`config.mk`:
```
export PLATFORM = sky130hd
export DESIGN_NAME = pulse_oximeter_heart_rate_detector_top
export DESIGN_NICKNAME = d
export VERILOG_FILES = /design/src/design/hrd_pkg.sv /design/src/design/hrd_div.sv /design/src/design/hrd_datapath.sv /design/src/design/hrd_ctrl.sv /design/src/design/pulse_oximeter_heart_rate_detector_top.sv
export SDC_FILE = /design/constraint.sdc
export NUM_CORES = 2
export LEC_CHECK = 0
export ABC_CLOCK_PERIOD_IN_PS = 19000
export BUFFER_PORTS_ARGS = -buffer_cell sky130_fd_sc_hd__buf_2
export CAP_MARGIN = 5
export CORE_MARGIN = 4
export CORE_UTILIZATION = 40
export DETAILED_ROUTE_END_ITERATION = 16
export HOLD_SLACK_MARGIN = 0.03
export SYNTH_ARGS = -nofsm -noshare
export SYNTH_HDL_FRONTEND = slang
export SYNTH_HIERARCHICAL = 1
export SYNTH_SLANG_ARGS = --single-unit
export TNS_END_PERCENT = 30
```
`constraint.sdc`:
```
create_clock -name clk -period 19 [get_ports clk]
set_input_delay 3.8 -clock clk [delete_from_list [all_inputs] [get_ports clk]]
set_output_delay 3.8 -clock clk [all_outputs]
set_load 0.02 [all_outputs]
```
`src/design/hrd_pkg.sv`:
```
// Shared constants, register codes and controller/datapath interface types
// for the PPG heart-rate detector. No dependencies.
package hrd_pkg;

    localparam int SAMPLE_WIDTH_DEFAULT = 16;
    localparam int COUNT_WIDTH_DEFAULT  = 16;

    localparam int RATE_WIDTH   = 16;
    localparam int FALL_WIDTH   = 16;
    localparam int STRONG_WIDTH = 17;
    localparam int CFG_ADDR_WIDTH = 2;
    localparam int CFG_DATA_WIDTH = 17;

    localparam logic [FALL_WIDTH-1:0]   FALL_THRESHOLD_RESET = 16'd20;
    localparam logic [STRONG_WIDTH-1:0] STRONG_LEVEL_RESET   = 17'd50;
    localparam logic [RATE_WIDTH-1:0]   RATE_NUMERATOR_RESET = 16'd1200;

    // Low-pass coefficients in Q0.16.
    localparam logic [16:0] K_IN = 17'd16072;
    localparam logic [16:0] K_FB = 17'd33392;

    // Division by five as a multiply by ceil(2^26 / 5) and a shift by 26; the
    // result is exact for every magnitude below 2^26.
    localparam int                         AVG_RECIP_WIDTH = 24;
    localparam logic [AVG_RECIP_WIDTH-1:0] AVG_RECIP       = 24'd13421773;
    localparam int                         AVG_SHIFT       = 26;

    typedef enum logic [CFG_ADDR_WIDTH-1:0] {
        CFG_FALL_THRESHOLD = 2'd0,
        CFG_STRONG_LEVEL   = 2'd1,
        CFG_RATE_NUMERATOR = 2'd2
    } cfg_index_t;

    typedef struct packed {
        logic dc_step;    // sample accepted: DC stage and tap shift
        logic sum_load;   // register the five-tap sum
        logic avg_load;   // register the five-tap average
        logic div_start;  // start the rate divider
        logic mul_in;     // first low-pass product
        logic mul_fb;     // feedback product and sum
        logic detect;     // beat detector update
        logic load_out;   // load the output register
    } hrd_cmd_t;

    typedef struct packed {
        logic div_busy;
    } hrd_status_t;

endpackage

```
`src/design/hrd_div.sv`:
```
// Iterative restoring divider, one quotient bit per cycle.
// Depends on nothing; used by hrd_datapath.
module hrd_div #(
    parameter int DIVIDEND_WIDTH = 21,
    parameter int DIVISOR_WIDTH  = 16,
    parameter int STEP_WIDTH     = $clog2(DIVIDEND_WIDTH + 1)
) (
    input  logic                      clk,
    input  logic                      rst_n,
    input  logic                      start,
    input  logic [STEP_WIDTH-1:0]     steps,
    input  logic [DIVIDEND_WIDTH-1:0] dividend,
    input  logic [DIVISOR_WIDTH-1:0]  divisor,
    output logic                      busy,
    output logic [DIVIDEND_WIDTH-1:0] quotient
);

    logic                      busy_reg, busy_next;
    logic [STEP_WIDTH-1:0]     cnt_reg, cnt_next;
    logic [DIVIDEND_WIDTH-1:0] quo_reg, quo_next;
    logic [DIVISOR_WIDTH-1:0]  rem_reg, rem_next;
    logic [DIVISOR_WIDTH-1:0]  dsr_reg, dsr_next;
    logic [DIVISOR_WIDTH:0]    trial;
    logic [DIVISOR_WIDTH:0]    diff;
    logic                      fits;

    // The dividend is shifted out from its top bit while quotient bits enter below.
    assign trial = {rem_reg, quo_reg[DIVIDEND_WIDTH-1]};
    assign diff  = trial - {1'b0, dsr_reg};
    assign fits  = (trial >= {1'b0, dsr_reg});

    always_comb
    begin
        busy_next = busy_reg;
        cnt_next  = cnt_reg;
        quo_next  = quo_reg;
        rem_next  = rem_reg;
        dsr_next  = dsr_reg;
        if (start)
        begin
            busy_next = 1'b1;
            cnt_next  = steps;
            quo_next  = dividend;
            rem_next  = '0;
            dsr_next  = divisor;
        end
        else if (busy_reg)
        begin
            quo_next = {quo_reg[DIVIDEND_WIDTH-2:0], fits};
            rem_next = fits ? diff[DIVISOR_WIDTH-1:0] : trial[DIVISOR_WIDTH-1:0];
            cnt_next = cnt_reg - 1'b1;
            if (cnt_reg == STEP_WIDTH'(1))
                busy_next = 1'b0;
        end
    end

    always_ff @(posedge clk or negedge rst_n)
    begin
        if (!rst_n)
        begin
            busy_reg <= 1'b0;
            cnt_reg  <= '0;
        end
        else
        begin
            busy_reg <= busy_next;
            cnt_reg  <= cnt_next;
        end
    end

    always_ff @(posedge clk)
    begin
        quo_reg <= quo_next;
        rem_reg <= rem_next;
        dsr_reg <= dsr_next;
    end

    assign busy     = busy_reg;
    assign quotient = quo_reg;

endmodule

```
`src/design/hrd_datapath.sv`:
```
// Datapath of the heart-rate detector: DC removal, moving average, low-pass,
// beat detector and rate division. Depends on hrd_pkg and hrd_div.
module hrd_datapath #(
    parameter int SAMPLE_WIDTH = hrd_pkg::SAMPLE_WIDTH_DEFAULT,
    parameter int COUNT_WIDTH  = hrd_pkg::COUNT_WIDTH_DEFAULT
) (
    input  logic                                  clk,
    input  logic                                  rst_n,
    input  hrd_pkg::hrd_cmd_t                     cmd,
    output hrd_pkg::hrd_status_t                  status,
    input  logic [SAMPLE_WIDTH-1:0]               ir_sample,
    input  logic [hrd_pkg::FALL_WIDTH-1:0]        fall_threshold,
    input  logic [hrd_pkg::STRONG_WIDTH-1:0]      strong_level,
    input  logic [hrd_pkg::RATE_WIDTH-1:0]        rate_numerator,
    output logic [hrd_pkg::RATE_WIDTH-1:0]        heart_rate,
    output logic                                  rate_valid,
    output logic                                  beat_ended,
    output logic                                  in_beat,
    output logic                                  strong_beat,
    output logic signed [SAMPLE_WIDTH+1:0]        filtered_value
);

    localparam int ACC_W  = SAMPLE_WIDTH + 2;
    localparam int Y_W    = ACC_W + 1;
    localparam int SUM_W  = ACC_W + 4;
    localparam int MAG_W  = ACC_W + 3;
    localparam int AVG_W  = ACC_W + 2;
    localparam int PROD_W = AVG_W + 18;
    localparam int RCP_W  = MAG_W + hrd_pkg::AVG_RECIP_WIDTH;
    localparam int DIV_DW = hrd_pkg::RATE_WIDTH;
    localparam int DIV_VW = COUNT_WIDTH;
    localparam int DIV_SW = $clog2(DIV_DW + 1);
    localparam int CMP_W  = ((ACC_W > hrd_pkg::STRONG_WIDTH) ? ACC_W : hrd_pkg::STRONG_WIDTH) + 2;
    localparam int NTAPS  = 5;

    localparam logic signed [PROD_W-1:0] FILT_MAX = PROD_W'((2 ** (ACC_W - 1)) - 1);
    localparam logic signed [PROD_W-1:0] FILT_MIN = -FILT_MAX - PROD_W'(1);
    localparam logic signed [PROD_W-1:0] ROUND_ADJ = PROD_W'(65535);

    // Filter and detector state.
    logic [ACC_W-1:0]              dc_acc_reg;
    logic signed [Y_W-1:0]         tap_reg [NTAPS];
    logic signed [SUM_W-1:0]       sum_reg;
    logic signed [AVG_W-1:0]       avg_reg;
    logic signed [PROD_W-1:0]      prod_reg;
    logic signed [PROD_W-1:0]      lp_sum_reg;
    logic signed [ACC_W-1:0]       prev_filt_reg;
    logic                          beat_flag_reg;
    logic [COUNT_WIDTH-1:0]        cnt_reg;
    logic [COUNT_WIDTH-1:0]        period_reg;
    logic                          ended_reg;
    logic                          strong_reg;

    // Output register.
    logic [hrd_pkg::RATE_WIDTH-1:0] rate_out_reg;
    logic                           valid_out_reg;
    logic                           ended_out_reg;
    logic                           beat_out_reg;
    logic                           strong_out_reg;
    logic signed [ACC_W-1:0]        filt_out_reg;

    // DC removal: 0.75 * w is taken as (3 * w) >> 2, rounded down.
    logic [ACC_W+1:0]      dc_fb3;
    logic [ACC_W-1:0]      dc_fb;
    logic [ACC_W:0]        w_sum;
    logic [ACC_W-1:0]      w_new;
    logic signed [Y_W-1:0] y_new;

    assign dc_fb3 = {2'b00, dc_acc_reg} + {1'b0, dc_acc_reg, 1'b0};
    assign dc_fb  = dc_fb3[ACC_W+1:2];
    assign w_sum  = (ACC_W + 1)'(ir_sample) + {1'b0, dc_fb};
    assign w_new  = w_sum[ACC_W] ? {ACC_W{1'b1}} : w_sum[ACC_W-1:0];
    assign y_new  = $signed({1'b0, w_new}) - $signed({1'b0, dc_acc_reg});

    // Five-tap sum; the newest tap is the last one.
    logic signed [SUM_W-1:0] tap_sum;
    assign tap_sum = SUM_W'(tap_reg[0]) + SUM_W'(tap_reg[1]) + SUM_W'(tap_reg[2])
                   + SUM_W'(tap_reg[3]) + SUM_W'(tap_reg[4]);

    logic                    sum_neg;
    logic [SUM_W-1:0]        sum_abs;
    assign sum_neg = sum_reg[SUM_W-1];
    assign sum_abs = sum_neg ? -sum_reg : sum_reg;

    // Average, truncated toward zero by dividing the magnitude by five.
    logic [RCP_W-1:0]        avg_prod;
    logic [AVG_W-2:0]        avg_mag;
    logic signed [AVG_W-1:0] avg_next;
    assign avg_prod = RCP_W'(sum_abs[MAG_W-1:0]) * RCP_W'(hrd_pkg::AVG_RECIP);
    assign avg_mag  = avg_prod[hrd_pkg::AVG_SHIFT +: AVG_W-1];
    assign avg_next = sum_neg ? -$signed({1'b0, avg_mag}) : $signed({1'b0, avg_mag});

    // Rate divider: numerator by latched period.
    logic              div_busy;
    logic [DIV_DW-1:0] div_quo;
    logic [DIV_DW-1:0] div_dividend;
    logic [DIV_VW-1:0] div_divisor;
    logic [DIV_SW-1:0] div_steps;

    assign div_dividend = rate_numerator;
    assign div_divisor  = period_reg;
    assign div_steps    = DIV_SW'(hrd_pkg::RATE_WIDTH);

    hrd_div #(
        .DIVIDEND_WIDTH (DIV_DW),
        .DIVISOR_WIDTH  (DIV_VW),
        .STEP_WIDTH     (DIV_SW)
    ) u_div (
        .clk      (clk),
        .rst_n    (rst_n),
        .start    (cmd.div_start),
        .steps    (div_steps),
        .dividend (div_dividend),
        .divisor  (div_divisor),
        .busy     (div_busy),
        .quotient (div_quo)
    );

    assign status.div_busy = div_busy;

    // One multiplier serves both low-pass products.
    logic signed [AVG_W-1:0]  mul_a;
    logic [16:0]              mul_k;
    logic signed [PROD_W-1:0] mul_p;
    assign mul_a = cmd.mul_fb ? AVG_W'(prev_filt_reg) : avg_reg;
    assign mul_k = cmd.mul_fb ? hrd_pkg::K_FB : hrd_pkg::K_IN;
    assign mul_p = mul_a * $signed({1'b0, mul_k});

    // Divide by 2^16 toward zero, then saturate.
    logic signed [PROD_W-1:0] lp_adj;
    logic signed [PROD_W-1:0] lp_shift;
    logic signed [ACC_W-1:0]  filt;
    assign lp_adj   = lp_sum_reg + (lp_sum_reg[PROD_W-1] ? ROUND_ADJ : PROD_W'(0));
    assign lp_shift = lp_adj >>> 16;

    always_comb
    begin
        priority if (lp_shift > FILT_MAX)
            filt = FILT_MAX[ACC_W-1:0];
        else if (lp_shift < FILT_MIN)
            filt = FILT_MIN[ACC_W-1:0];
        else
            filt = lp_shift[ACC_W-1:0];
    end

    // Beat detector.
    logic signed [CMP_W-1:0] filt_c, prev_c, thr_c, lvl_c;
    logic                    flag_set, beat_end, flag_new, strong_new;
    logic [COUNT_WIDTH-1:0]  cnt_base, cnt_new, period_new;

    assign filt_c     = CMP_W'(filt);
    assign prev_c     = CMP_W'(prev_filt_reg);
    assign thr_c      = $signed(CMP_W'(fall_threshold));
    assign lvl_c      = $signed(CMP_W'(strong_level));
    assign flag_set   = beat_flag_reg || (filt_c > prev_c);
    assign beat_end   = flag_set && (filt_c <= prev_c - thr_c);
    assign flag_new   = flag_set && !beat_end;
    assign strong_new = flag_new && (filt_c >= lvl_c);
    assign period_new = beat_end ? cnt_reg : period_reg;
    assign cnt_base   = beat_end ? '0 : cnt_reg;
    assign cnt_new    = (cnt_base == {COUNT_WIDTH{1'b1}}) ? cnt_base : cnt_base + 1'b1;

    always_ff @(posedge clk or negedge rst_n)
    begin
        if (!rst_n)
        begin
            dc_acc_reg    <= '0;
            for (int i = 0; i < NTAPS; i++)
                tap_reg[i] <= '0;
            prev_filt_reg <= '0;
            beat_flag_reg <= 1'b0;
            cnt_reg       <= '0;
            period_reg    <= '0;
        end
        else
        begin
            if (cmd.dc_step)
            begin
                dc_acc_reg <= w_new;
                for (int i = 0; i < NTAPS - 1; i++)
                    tap_reg[i] <= tap_reg[i+1];
                tap_reg[NTAPS-1] <= y_new;
            end
            if (cmd.detect)
            begin
                prev_filt_reg <= filt;
                beat_flag_reg <= flag_new;
                cnt_reg       <= cnt_new;
                period_reg    <= period_new;
            end
        end
    end

    always_ff @(posedge clk)
    begin
        if (cmd.sum_load)
            sum_reg <= tap_sum;
        if (cmd.avg_load)
            avg_reg <= avg_next;
        if (cmd.mul_in)
            prod_reg <= mul_p;
        if (cmd.mul_fb)
            lp_sum_reg <= prod_reg + mul_p;
        if (cmd.detect)
        begin
            ended_reg  <= beat_end;
            strong_reg <= strong_new;
        end
        if (cmd.load_out)
        begin
            rate_out_reg   <= (period_reg != '0) ? div_quo[hrd_pkg::RATE_WIDTH-1:0] : '0;
            valid_out_reg  <= (period_reg != '0);
            ended_out_reg  <= ended_reg;
            beat_out_reg   <= beat_flag_reg;
            strong_out_reg <= strong_reg;
            filt_out_reg   <= prev_filt_reg;
        end
    end

    assign heart_rate     = rate_out_reg;
    assign rate_valid     = valid_out_reg;
    assign beat_ended     = ended_out_reg;
    assign in_beat        = beat_out_reg;
    assign strong_beat    = strong_out_reg;
    assign filtered_value = filt_out_reg;

endmodule

```
`src/design/hrd_ctrl.sv`:
```
// Controller state machine of the heart-rate detector: sequences the
// datapath and owns both stream handshakes. Depends on hrd_pkg.
module hrd_ctrl (
    input  logic                 clk,
    input  logic                 rst_n,
    input  logic                 s_tvalid,
    output logic                 s_tready,
    output logic                 m_tvalid,
    input  logic                 m_tready,
    output hrd_pkg::hrd_cmd_t    cmd,
    input  hrd_pkg::hrd_status_t status
);

    typedef enum logic [8:0] {
        ST_IDLE       = 9'b0_0000_0001,
        ST_SUM        = 9'b0_0000_0010,
        ST_AVG        = 9'b0_0000_0100,
        ST_MUL_IN     = 9'b0_0000_1000,
        ST_MUL_FB     = 9'b0_0001_0000,
        ST_DETECT     = 9'b0_0010_0000,
        ST_RATE_START = 9'b0_0100_0000,
        ST_RATE_WAIT  = 9'b0_1000_0000,
        ST_OUT        = 9'b1_0000_0000
    } state_t;

    state_t state_reg, state_next;
    logic   out_valid_reg, out_valid_next;
    logic   out_load;

    // The result register may still be waiting for its beat to be taken.
    assign out_load = (state_reg == ST_OUT) && (!out_valid_reg || m_tready);

    always_comb
    begin
        state_next = state_reg;
        cmd        = '0;
        s_tready   = 1'b0;
        unique case (state_reg)
            ST_IDLE:
            begin
                s_tready = 1'b1;
                if (s_tvalid)
                begin
                    cmd.dc_step = 1'b1;
                    state_next  = ST_SUM;
                end
            end
            ST_SUM:
            begin
                cmd.sum_load = 1'b1;
                state_next   = ST_AVG;
            end
            ST_AVG:
            begin
                cmd.avg_load = 1'b1;
                state_next   = ST_MUL_IN;
            end
            ST_MUL_IN:
            begin
                cmd.mul_in = 1'b1;
                state_next = ST_MUL_FB;
            end
            ST_MUL_FB:
            begin
                cmd.mul_fb = 1'b1;
                state_next = ST_DETECT;
            end
            ST_DETECT:
            begin
                cmd.detect = 1'b1;
                state_next = ST_RATE_START;
            end
            ST_RATE_START:
            begin
                cmd.div_start = 1'b1;
                state_next    = ST_RATE_WAIT;
            end
            ST_RATE_WAIT:
            begin
                if (!status.div_busy)
                    state_next = ST_OUT;
            end
            ST_OUT:
            begin
                if (out_load)
                begin
                    cmd.load_out = 1'b1;
                    state_next   = ST_IDLE;
                end
            end
            default:
            begin
                state_next = ST_IDLE;
            end
        endcase
    end

    always_comb
    begin
        priority if (out_load)
            out_valid_next = 1'b1;
        else if (m_tready)
            out_valid_next = 1'b0;
        else
            out_valid_next = out_valid_reg;
    end

    always_ff @(posedge clk or negedge rst_n)
    begin
        if (!rst_n)
        begin
            state_reg     <= ST_IDLE;
            out_valid_reg <= 1'b0;
        end
        else
        begin
            state_reg     <= state_next;
            out_valid_reg <= out_valid_next;
        end
    end

    assign m_tvalid = out_valid_reg;

endmodule

```
`src/design/pulse_oximeter_heart_rate_detector_top.sv`:
```
// A new sample is taken only in the idle state, after the previous result has been
// loaded into the output register. The bit-serial rate divider takes RATE_WIDTH steps
// per sample. One result may wait in the output register while the next sample is
// processed. Reset clears the DC, tap, last filter value, beat flag, count and period
// state and loads the registers with 20, 50, 1200.
// Top level: configuration registers, controller and datapath; uses hrd_pkg.
module pulse_oximeter_heart_rate_detector_top #(
    parameter int SAMPLE_WIDTH = hrd_pkg::SAMPLE_WIDTH_DEFAULT,
    parameter int COUNT_WIDTH  = hrd_pkg::COUNT_WIDTH_DEFAULT,
    parameter int S_TDATA_W    = ((SAMPLE_WIDTH + 7) / 8) * 8,
    parameter int M_TDATA_W    = ((hrd_pkg::RATE_WIDTH + 4 + SAMPLE_WIDTH + 2 + 7) / 8) * 8
) (
    input  logic                                clk,
    input  logic                                rst_n,
    input  logic                                s_tvalid,
    output logic                                s_tready,
    // ir_sample
    input  logic [S_TDATA_W-1:0]                s_tdata,
    output logic                                m_tvalid,
    input  logic                                m_tready,
    // heart_rate, rate_valid, beat_ended, in_beat, strong_beat, filtered_value
    output logic [M_TDATA_W-1:0]                m_tdata,
    input  logic                                cfg_valid,
    output logic                                cfg_ready,
    input  logic [hrd_pkg::CFG_ADDR_WIDTH-1:0]  cfg_addr,
    input  logic [hrd_pkg::CFG_DATA_WIDTH-1:0]  cfg_data
);

    logic [hrd_pkg::FALL_WIDTH-1:0]   fall_threshold_reg;
    logic [hrd_pkg::STRONG_WIDTH-1:0] strong_level_reg;
    logic [hrd_pkg::RATE_WIDTH-1:0]   rate_numerator_reg;

    assign cfg_ready = 1'b1;

    always_ff @(posedge clk or negedge rst_n)
    begin
        if (!rst_n)
        begin
            fall_threshold_reg <= hrd_pkg::FALL_THRESHOLD_RESET;
            strong_level_reg   <= hrd_pkg::STRONG_LEVEL_RESET;
            rate_numerator_reg <= hrd_pkg::RATE_NUMERATOR_RESET;
        end
        else if (cfg_valid)
        begin
            unique case (hrd_pkg::cfg_index_t'(cfg_addr))
                hrd_pkg::CFG_FALL_THRESHOLD:
                    fall_threshold_reg <= cfg_data[hrd_pkg::FALL_WIDTH-1:0];
                hrd_pkg::CFG_STRONG_LEVEL:
                    strong_level_reg   <= cfg_data[hrd_pkg::STRONG_WIDTH-1:0];
                hrd_pkg::CFG_RATE_NUMERATOR:
                    rate_numerator_reg <= cfg_data[hrd_pkg::RATE_WIDTH-1:0];
                default:
                begin
                    // Writes beyond the last register are dropped.
                end
            endcase
        end
    end

    hrd_pkg::hrd_cmd_t    cmd;
    hrd_pkg::hrd_status_t status;

    logic [hrd_pkg::RATE_WIDTH-1:0] heart_rate;
    logic                           rate_valid;
    logic                           beat_ended;
    logic                           in_beat;
    logic                           strong_beat;
    logic signed [SAMPLE_WIDTH+1:0] filtered_value;

    hrd_ctrl u_ctrl (
        .clk      (clk),
        .rst_n    (rst_n),
        .s_tvalid (s_tvalid),
        .s_tready (s_tready),
        .m_tvalid (m_tvalid),
        .m_tready (m_tready),
        .cmd      (cmd),
        .status   (status)
    );

    hrd_datapath #(
        .SAMPLE_WIDTH (SAMPLE_WIDTH),
        .COUNT_WIDTH  (COUNT_WIDTH)
    ) u_datapath (
        .clk            (clk),
        .rst_n          (rst_n),
        .cmd            (cmd),
        .status         (status),
        .ir_sample      (s_tdata[SAMPLE_WIDTH-1:0]),
        .fall_threshold (fall_threshold_reg),
        .strong_level   (strong_level_reg),
        .rate_numerator (rate_numerator_reg),
        .heart_rate     (heart_rate),
        .rate_valid     (rate_valid),
        .beat_ended     (beat_ended),
        .in_beat        (in_beat),
        .strong_beat    (strong_beat),
        .filtered_value (filtered_value)
    );

    assign m_tdata = M_TDATA_W'({filtered_value, strong_beat, in_beat, beat_ended,
                                 rate_valid, heart_rate});

endmodule
```
Word-level counts from Yosys, hierarchy flattened
Index checks and enable logic that the tools add are counted.

cells by class
  $lt $le $gt $ge = 6
  reductions and logical operators = 17
  add/sub/neg operators = 15
  equality and inequality tests = 16
  $mul = 2
  bitwise operators = 0
  shift-type cells = 0
  divide/modulo/power cells = 0
  muxes and demuxes = 35

operators with widths
  operator                count
  $mux 16                 7
  $pmux 9 s9              1
  $mux 18                 3
  $mul 21x24->45 const B  1
  $add 22x19->22          2
  $add 38x17->38          1
  $add 38x38->38          1
  $mul 20x17->37          1
  $mux 9                  3
  $gt 22x18->1 const B    1
  $lt 22x18->1 const B    1
  $add 20x19->21          1
  $mux 21                 1
  $neg 21->21             1
  $add 18x19->20          1
  $add 19x19->20          1
  $mux 20                 1
  $neg 19->20             1
  $add 16x18->19          1
  $le 18x19->1            1
  $mux 19                 1
  $sub 18x17->19          1
  $sub 18x18->19          1
  $ge 18x18->1            1
  30 further kinds        56

word-level totals
  latch bits = 0
  bits of input ports = 40
  RAM bits = 0
  register bits = 435
  logic and storage cells = 124
  ROM bits = 0
  memories = 0
  output and inout port bits = 43

Depth between registers and ports, before layout
  depth in word-level cells = 11
  depth in mapped cells = 39
  mapped depth without buffers = 36

Modules after synthesis
Netlist, hierarchy kept.

by module, submodules not included
  module                                  sequential area each (um^2)  instances  area each (um^2)  cells each
  hrd_datapath                            8638.3                       1          34618.2           3339
  hrd_div                                 1431.4                       1          3116.7            286
  pulse_oximeter_heart_rate_detector_top  1237.4                       1          1919.3            113
  hrd_ctrl                                251.5                        1          609.3             67

Worst setup path before layout
Ideal clock, no wire load.

  path kind = register -> register
  start point = reg u_ctrl.state_reg[2]
  end point = reg u_datapath.lp_sum_reg[36], data pin
  setup slack = 9.460 ns
  arrival = 9.258 ns
  path buffers = 4
  setup time = 0.281 ns
  period minus slack after synthesis = 9.540 ns
  data required time = 18.719 ns
  stages on the path, launching flop included = 38
  cells stage by stage = dfrtp_1 buf_2 nor2_1 nand3_1 nor4_1 buf_4 clkbuf_1 clkbuf_1 nand2_1 nand2_1 fa_1 fa_1 inv_1 fa_1 fa_1 fa_1 inv_1 fa_1 (+2 left out) o21ai_0 a21o_1 a21oi_1 nor2_1 xnor2_1 ha_1 a21o_1 a21oi_1 o21bai_1 a21o_1 a21o_1 a21o_1 a221oi_1 o31ai_1 a2111o_1 a41o_1 nand4_1 o311ai_1

RTL lines
  element                 RTL line             RTL
  start, declared         hrd_ctrl.sv:26       state_t state_reg, state_next;
  start signal, assigned  hrd_ctrl.sv:117      state_reg <= state_next;
  end signal, assigned    hrd_datapath.sv:203  lp_sum_reg <= prod_reg + mul_p;
  end, declared           hrd_datapath.sv:46   logic signed [PROD_W-1:0] lp_sum_reg;

==> summary.txt <==
Floorplanning
  – Site row count: 116
  – Die area: 106000 um2
  – # IOs: 83
  – Floorplan die height: 325 um
  – Starting Density: 0.403
  – Die width: 325 um
  – CORE AREA: 100000 um2

Clock network
  – Root Buffer: clkbuf_16
  – CTS Buffer Depth: 3
  – Clk slew on worst S/H paths: 0.06 ns
  – Worst-Skew Late Latency: 0.63 ns
  – CTS tree: done
  – Hold buffers post-CTS: 0
  – Clk sinks: 428
  – H-tree Lvls: 2
  – CTS resizes: 0
  – Setup bufs post-CTS: 0
  – Cts bufs inserted: 51

Setup path
  – Crit path launch type: flop
  – CP Depth: 34
  – R2R Setup Slk: 8.63 ns
  – Crit. Startpoint: u_ctrl/state_reg[2]
  – Slowest stage delay, CP: 0.70 ns
  – Cell mode on critical path: fa_1
  – CP max stage cell: buf_4
  – Critical Path Sink: u_datapath/lp_sum_reg[36]
  – Worst path top cell family by delay: adder cells
  – Worst EP required: 19.34 ns
  – CP arrival: 10.71 ns
  – Reg2reg start: u_ctrl/state_reg[2]
  – Nature of the critical path endpoint: flop
  – R2r worst-path depth: 34
  – Worst Path Buf+Inv: 4
  – Critical path fanouts, max: 78
  – WS Path Type: flop to flop
  – Reg-to-Reg End: u_datapath/lp_sum_reg[36]

Placement
  – Port bufs: 79
  – DP Wirelength: 69100 um
  – Pre-CTS setup slack: 8.58 ns
  – Dpl cells: 5187
  – Gpl congestion: 0.851

Global routing
  – Vias in the first global route: 27500
  – Gr usage total: 0.163
  – First-pass GRT wire length: 142000 um
  – Grt ovf: 0
  – Initial antenna violation count: 0
  – Largest net degree at the start of global routing: 96

STA
  – Final hold vios: 0
  – Final setup viols: 0
  – RSZ-0062 raised after global routing: no
  – Slew Limit Fails: 0
  – Fmax: 0.0964 GHz
  – Slew margin rel.: 0.322
  – Fin Clk Skew: 0.0338 ns
  – Period utilization: 0.546
  – Final worst slack: 8.63 ns
  – Setup TNS Final: 0 ns
  – Worst-Margin Slew: 1.01 ns
  – Minimum clock period: 10.37 ns

Logic synthesis
  – Synth Area in Compound Gates: 0.102
  – Register bit total from synthesis: 428
  – Async SR Flop Fraction: 0.535
  – Mapped Area: 40300 um2
  – Synth Area in Adders: 0.345
  – Post-synthesis cell type count: 99
  – Mean post-synth cell area: 10.6 um2
  – Post-synthesis mux area share: 0.0563
  – YS warnings: 6
  – Synth Area in XOR/XNOR: 0.0483
  – Main combinational cell family by area after synthesis: adder cells
  – Ys flop type: dfrtp_1
  – EDFF count, synth: 183
  – Sequential cell area fraction in the yosys report: 0.287
  – Gate Count Post-Synth: 3805
  – Post-synthesis simple-gate area fraction: 0.0959

Final layout
  – Syn-to-layout area delta: 9.84%
  – Utilization after layout: 0.442
  – Nets: 4871
  – # diodes: 0
  – Largest register FFs: 95
  – Fillers: 9513
  – Fraction of layout cells with a size suffix above 1: 0.118
  – Final cell count without fillers: 5282

Detailed routing
  – Vias per Instance: 5.00
  – Routed via count: 26400
  – DR DRC count: 0
  – Drt wl/cell: 16.1 um
  – Initial drt markers: 1198
  – First-pass DRT Iterations: 5
  – DRT antenna net count: 0
  – Final wirelength: 85200 um

Hold path
  – Worst min path class: flop to flop

Flow run
  – Max Cap Viol: 0

Status
  – Status: complete, no violations
==> layout by cell type, fill, tap and decap left out, types with 156 or more instances in the layout <==
master,count
a21oi_1,163
inv_1,600
edfxtp_1,183
nand2_1,201
dfrtp_1,219
fa_1,370
nor2_1,166
o21ai_0,156
ha_1,519
mux2_2,189
==> cells in the mapped netlist, types with 7 or more instances <==
cell	number	area (um2)
xor2_1	72	631
o211ai_1	18	135
inv_1	600	2250
a31o_2	13	114
dfstp_2	10	263
xnor2_1	150	1310
or2_2	18	113
a211oi_1	25	188
nor2_1	167	627
mux2i_1	14	140
o31ai_1	11	82.6
buf_4	13	97.6
nand4_1	31	194
nor3_1	51	255
fa_1	370	7410
ha_1	519	6490
edfxtp_1	183	5500
clkbuf_1	41	154
nor2b_1	41	257
and2_1	30	188
nand2_1	201	754
a31oi_1	26	163
or3_1	14	87.6
a2111oi_0	9	78.8
nor4_1	17	106
dfrtp_1	219	5480
o21ai_0	157	786
a21boi_0	13	97.6
dfxtp_1	16	320
nor3b_1	7	52.6
o31a_1	7	61.3
a211o_1	9	78.8
mux2_2	189	2130
nand3b_1	7	52.6
o21a_1	26	195
a41oi_1	10	87.6
nand2b_1	56	350
o41ai_1	8	70.1
and3_1	32	200
a21o_1	67	503
nand3_1	45	225
o21bai_1	21	158
a21oi_1	163	816
==> cells by family after synthesis <==
kind of cell             count (synthesis)
AO/OA/AOI/OAI                          633
XOR/XNOR                               222
adder cells (fa/ha/maj)                889
buffers and inverters                  668
flip-flops                             428
multiplexers                           203
other                                    4
AND/OR/NAND/NOR                        758
==> worst min-delay path by stage <==
stage,end,from,cells past startpoint
floorplan,u_datapath/beat_ended,u_datapath/ended_reg,0
global placement,u_datapath/strong_beat,u_datapath/strong_reg,0
detailed placement,u_datapath/strong_beat,u_datapath/strong_reg,0
CTS,u_datapath/strong_beat,u_datapath/strong_reg,0
global route,u_datapath/strong_beat,u_datapath/strong_reg,0
finish,u_datapath/strong_beat,u_datapath/strong_reg,0
==> area by class of cell <==
cell class | count | area (um2) | share of cell area
tap | 1298 | 1620 | 0.0367
sequential | 428 | 11600 | 0.261
timing repair buffer | 116 | 683 | 0.0154
clock inverter | 22 | 283 | 0.00639
multi-input combinational | 2744 | 26300 | 0.594
clock buffer | 73 | 1560 | 0.0352
inverter | 601 | 2260 | 0.0510
==> routing by layer <==
metal,GRT usage,share of wire,vias to the layer above
li1,-,-,13200
met2,0.279,0.47,306
met3,0.0227,0.031,110
met4,0.0482,0.032,0
met5,0,0,-
met1,0.216,0.47,12800
==> per-stage QoR <==
step / hold WS [ns] / cell area [um2]
CTS: 0.431 / 44200
detailed placement: 0.416 / 42400
global route: 0.431 / 44200
floorplan: 0.400 / 40400
finish: 0.430 / 44200
global placement: 0.413 / 42400
Power is not shown: default switching activity piles up to over one toggle a cycle in this logic, so the estimate is an artifact.
